## config.mk

```make
export PLATFORM = sky130hd
export DESIGN_NAME = gs3_div
export DESIGN_NICKNAME = d
export VERILOG_FILES = /design/src/rtl/gs3_div.sv
export SDC_FILE = /design/constraint.sdc
export NUM_CORES = 2
export LEC_CHECK = 0
export BUFFER_PORTS_ARGS = -buffer_cell sky130_fd_sc_hd__buf_2
export CAP_MARGIN = 25
export CORE_MARGIN = 3
export CORE_UTILIZATION = 58
export DETAILED_ROUTE_END_ITERATION = 7
export GPL_TIMING_DRIVEN = 0
export PLACE_DENSITY = 0.74
export SETUP_SLACK_MARGIN = 0.02
export SLEW_MARGIN = 40
export SYNTH_ARGS = -nofsm -noshare
export SYNTH_HDL_FRONTEND = slang
export SYNTH_MEMORY_MAX_BITS = 65536
export SYNTH_SLANG_ARGS = --single-unit
```

## constraint.sdc

```tcl
create_clock -name clk -period 4.05 [get_ports clk]
set_clock_uncertainty 0.2 [all_clocks]
set_input_delay 0.81 -clock clk [delete_from_list [all_inputs] [get_ports clk]]
set_output_delay 0.81 -clock clk [all_outputs]
set_load 0.1 [all_outputs]
```

## src/rtl/gs3_div.sv

```systemverilog
// ----------------------------------------------------------------------------
// gs3_div
// Pipelined fixed-point divider: (num * 2^F) / den, truncated toward zero and
// saturated to the word, one quotient bit per stage, with a side word that
// travels alongside.
// ----------------------------------------------------------------------------
module gs3_div #(
	parameter int WORD_BITS     = 32,
	parameter int FRACTION_BITS = 16,
	parameter int SIDE_BITS     = 1
) (
	input  logic                 clk,
	input  logic                 arst_n,
	input  logic                 en,
	input  logic                 in_valid,
	input  logic [WORD_BITS-1:0] num,
	input  logic [WORD_BITS-1:0] den,
	input  logic [SIDE_BITS-1:0] side_in,
	output logic                 out_valid,
	output logic [WORD_BITS-1:0] quo,
	output logic                 dz,
	output logic [SIDE_BITS-1:0] side_out
);

	localparam int W = WORD_BITS;
	localparam int F = FRACTION_BITS;

	// magnitudes and overflow check of the entry stage
	logic [W-1:0] nm;
	logic [W-1:0] dm;
	logic         ovf_c;

	// quotient stages
	logic [W-1:0]     rem_s  [W+1];
	logic [W-1:0]     nlo_s  [W+1];
	logic [W-1:0]     q_s    [W+1];
	logic [W-1:0]     dm_s   [W+1];
	logic [SIDE_BITS-1:0] side_s [W+1];
	logic [W:0]       neg_s;
	logic [W:0]       ovf_s;
	logic [W:0]       dz_s;
	logic [W:0]       vld_s;

	// per-stage trial subtract
	logic [W-1:0] rem_nxt [W+1];
	logic [W:0]   ge;

	// result stage
	logic [W-1:0]         quo_c;
	logic [W-1:0]         res_quo_s;
	logic                 res_dz_s;
	logic [SIDE_BITS-1:0] res_side_s;
	logic                 res_vld_s;

	// Take magnitudes; flag quotients of 2^W or more
	always_comb begin
		nm = num[W-1] ? (~num + 1'b1) : num;
		dm = den[W-1] ? (~den + 1'b1) : den;
		ovf_c = {{(W-F){1'b0}}, nm, {F{1'b0}}} >= {dm, {W{1'b0}}};
	end

	// Shift in one numerator bit per stage, subtract when it fits
	always_comb begin
		rem_nxt[0] = '0;
		ge[0]      = 1'b0;
		for (int k = 1; k <= W; k++) begin
			logic [W:0] t;
			t = {rem_s[k-1], nlo_s[k-1][W-1]};
			ge[k] = t >= {1'b0, dm_s[k-1]};
			rem_nxt[k] = ge[k] ? W'(t - {1'b0, dm_s[k-1]}) : t[W-1:0];
		end
	end

	// Apply sign and saturate
	always_comb begin
		logic [W-1:0] lim;
		lim = {1'b1, {(W-1){1'b0}}};
		if (dz_s[W]) begin
			quo_c = '0;
		end else if (!neg_s[W]) begin
			quo_c = (ovf_s[W] || q_s[W] >= lim) ? (lim - 1'b1) : q_s[W];
		end else begin
			quo_c = (ovf_s[W] || q_s[W] >= lim) ? lim : (~q_s[W] + 1'b1);
		end
	end

	// Advance valid bits
	always_ff @(posedge clk or negedge arst_n) begin
		if (!arst_n) begin
			vld_s     <= '0;
			res_vld_s <= 1'b0;
		end else if (en) begin
			vld_s     <= {vld_s[W-1:0], in_valid};
			res_vld_s <= vld_s[W];
		end
	end

	// Advance payload
	always_ff @(posedge clk) begin
		if (en) begin
			rem_s[0]  <= W'(nm >> (W - F));
			nlo_s[0]  <= nm << F;
			q_s[0]    <= '0;
			dm_s[0]   <= dm;
			neg_s[0]  <= num[W-1] ^ den[W-1];
			ovf_s[0]  <= ovf_c;
			dz_s[0]   <= (dm == '0);
			side_s[0] <= side_in;
			for (int k = 1; k <= W; k++) begin
				rem_s[k]  <= rem_nxt[k];
				nlo_s[k]  <= nlo_s[k-1] << 1;
				q_s[k]    <= {q_s[k-1][W-2:0], ge[k]};
				dm_s[k]   <= dm_s[k-1];
				neg_s[k]  <= neg_s[k-1];
				ovf_s[k]  <= ovf_s[k-1];
				dz_s[k]   <= dz_s[k-1];
				side_s[k] <= side_s[k-1];
			end
			res_quo_s  <= quo_c;
			res_dz_s   <= dz_s[W];
			res_side_s <= side_s[W];
		end
	end

	assign out_valid = res_vld_s;
	assign quo       = res_quo_s;
	assign dz        = res_dz_s;
	assign side_out  = res_side_s;

endmodule

```

==> qor.txt <==
area of the multi-input gates -> 63090 sq um
initial antenna violation count -> 29
Top delay family on crit path -> compound AO/OA/AOI/OAI gates
Setup crit start kind -> flip-flop
full die area -> 272700 sq um
total of max-cap violations -> 0
Hold/Removal Path Class -> in2reg
Req. time, crit path -> 4490 ps
Via density -> 6.009
DIE WIDTH -> 522.2 um
# clock sinks -> 2896
Clock transition at path regs -> 60 ps
GR Util met2 -> 0.5097
CTS tree -> built
register area -> 86790 sq um
Initial Utilization -> 0.5861
slowest stage delay, CP -> 490 ps
Rel. slew slack -> 0.4770
flops & latches, synth -> 2896
Fill cells -> 19600
Seq/Total Area, Yosys -> 0.5616
Finished Core Util -> 0.6576
failing checks -> negative setup slack
Longest Clk Path Bufs -> 4
RSZ-0062 raised after global routing -> yes
final setup vio count -> 1
Setup crit end kind -> flip-flop
routed vias -> 104500
total global routing overflow -> 0
detailed-router iteration count before antenna repair -> 6
CP Cell Sequence -> inv_1 > ha_1 > a21o_1 > or3_1 > o32ai_1 > o21ai_1 > a211oi_2 > o31ai_4 > a31oi_2 > o41ai_4 > clkbuf_2 > a21oi_1
Gate Count Post-Synth -> 13030
Ys Warns -> 0
pwr/cell area -> 811.8 nW/um^2
Slew Viols, Final -> 0
vias in the first global route -> 101300
gr usage total -> 0.2939
Slowest cell on crit path -> a21oi_1
Post-DP HPWL -> 311.8 mm
area leader, netlist -> edfxtp_1
Starting DRT DRC Count -> 9185
I/O pins -> 104
share of cells above drive strength 1 -> 0.1179
Setup TNS -> -41.66 ps
Post-synth EDFFs -> 2862
Lkg Pwr -> 70.06 nW
Worst EP arrival -> 4530 ps
GRT busiest layer -> met2
Unique masters post-synth -> 104
Worst Tran Pin Value -> 776.4 ps
Post-Syn Nets -> 14160
largest net degree at the start of global routing -> 124
ys flop type -> edfxtp_1
Row Count -> 188
DRT antenna net count -> 0
core area -> 263700 sq um
Synth top area share -> 0.5561
VDD IR-drop max -> 426.9 uV
worst skew pair latency -> 920 ps
global-route wire length before repair -> 612.0 mm
Root Driver -> clkbuf_16
cts bufs inserted -> 305
I/O Buffers -> 102
top post-synthesis cells by area -> edfxtp_1, ha_1, a21oi_1
die height -> 522.2 um
htree depth -> 5
ys async rst share -> 0.01174
global routing usage on met1 -> 0.3515
Final Hold Fails -> 0
critical path class -> reg2reg
P&R area growth vs syn -> 12.20%
final setup margin -> -41.66 ps
Avg Cell Area, Syn -> 11.86 sq um
Final min period -> 4092 ps
DRT Wirelength -> 412.0 mm
DR WL/cell -> 23.69 um
Hold Slack -> 69.32 ps
Tcrit/Tclk final -> 1.010
f_max -> 0.2444 GHz
DRC -> 0
Buf/Inv on CP -> 2
outcome -> finished, violations left
Cell Area, Synth -> 154500 sq um
worst-path fanout max -> 10
RePlAce Congestion -> 0.9649
Final #Nets -> 14690
routing usage on met3 -> 0.02966
==> layout make-up <==
cell class,count,area share
Sequential cell,2896,0.5006
Multi-Input combinational cell,8551,0.3639
Clock buffer,356,0.04585
Inverter,1282,0.02787
Tap cell,3515,0.02536
Timing Repair Buffer,235,0.01358
Clock inverter,195,0.01328
Buffer,287,0.008630
Antenna cell,70,0.001010
==> per-layer routing <==
metal  wire length [um]  up-vias
li1                   -    49320
met1             157100    50660
met2             204600     3479
met3              19910     1014
met4              30400        0
met5                  0        -
==> cell usage after synthesis (22+ instances only) <==
cell type,instances
nor3_1,150
edfxtp_1,2862
a221oi_1,22
nor2b_1,146
and4_1,40
a21oi_1,1015
o41ai_1,27
inv_1,1280
o211ai_1,72
ha_1,1027
a31oi_1,102
or3_1,53
and3_1,105
nand2_1,705
o21ai_0,721
a211oi_1,75
o21bai_1,120
a31o_2,27
mux2i_1,31
nand4_1,155
clkbuf_1,213
xor2_1,310
nand3b_1,23
nand2b_1,144
fa_1,31
nand3_1,188
nor2_1,813
dfrtp_1,34
o31ai_1,85
mux2_2,446
nor3b_1,26
nor4_1,41
and2_1,49
a41oi_1,25
a21boi_0,32
o21a_1,166
xnor2_1,578
buf_2,60
mux2_1,28
or2_2,41
a21o_1,536
o31a_1,41
==> placed cells by master (no fill, tap or decap), types with 43 or more instances in the layout <==
cell / count
a31oi_1: 86
nand2_1: 703
and3_1: 105
a21o_1: 536
xor2_1: 310
ha_1: 1016
mux2_2: 445
o211ai_1: 72
o21bai_1: 118
o21ai_0: 669
clkinv_2: 52
clkbuf_1: 188
xnor2_1: 576
o21a_1: 164
buf_2: 133
nand3_1: 187
nand2b_1: 144
nor2b_1: 143
or3_1: 52
and2_1: 48
inv_1: 1274
clkbuf_16: 314
diode_2: 70
nor3_1: 143
nor2_1: 806
a211oi_1: 62
edfxtp_1: 2862
nand4_1: 155
a21oi_1: 969
buf_4: 121
o21ai_1: 61
a21oi_2: 43
o31ai_1: 70
==> report_power, final <==
group	switching, mW	internal, mW	leakage (nW)
sequential	5.10	43.2	28.4
clock	12.1	16.6	4.98
combinational	36.8	26.9	36.7
total	54.0	86.7	70.1
==> stage by stage <==
stage	setup WS, ps	std cells	power [mW]	instance area [sq um]
5_1_grt	-34.05	17380	148.5	173400
4_1_cts	10.11	17260	139.1	171800
3_3_place_gp	-41300	16650	109.2	159500
6_report	-41.66	17390	140.8	173400
2_1_floorplan	-182.8	13030	90.16	154600
3_5_place_dp	-1624	16680	108.6	160300
==> cells by family after synthesis <==
kind of cell,share of synthesized area
simple gates,0.08556
compound gates,0.1376
fa+ha+maj,0.08716
mux,0.03849
flops,0.5616
buf+inv,0.03925
xor+xnor,0.05033
==> state kept, by name, indices dropped and copies added (netlist names) <==
name       flops
dz_s          33
ovf_s         33
out_valid      1
side_out       1
dm_s        1024
rem_s       1008
nlo_s        136
quo           32
vld_s         33
q_s          528
neg_s         33
side_s        33
dz             1
==> worst reg2reg max path, cell delays in order, from the launching register on <==
cell	delay [ps]
edfxtp_1	420
inv_1	70
ha_1	370
a21o_1	210
or3_1	310
o32ai_1	200
o21ai_1	170
a211oi_2	420
o31ai_4	160
a31oi_2	360
o41ai_4	160
clkbuf_2	280
a21oi_1	500
==> what timing repair did <==
item,in CTS,in global routing
gates cloned,6,4
hold buffers,5,0
endpoints found under the hold margin,38,0
resized for setup,219,281
pin swaps,19,56
setup buffers,30,61
endpoints found under the setup margin,1092,1059
==> final timing paths <==
check	start	endpoint	slack, ps	cells past startpoint
worst max-delay path	dm_s[0][678]	rem_s[0][714]	-40	12
worst max register to register	dm_s[0][678]	rem_s[0][714]	-40	12
worst min register to register	q_s[19][10]	q_s[20][11]	170	0
min in group asynchronous	arst_n	out_valid	310	2
max in group asynchronous	arst_n	vld_s[14]	2840	2
worst min-delay path	num[30]	rem_s[0][15]	70	2
Note: power is estimated with default switching activity, not from simulation.
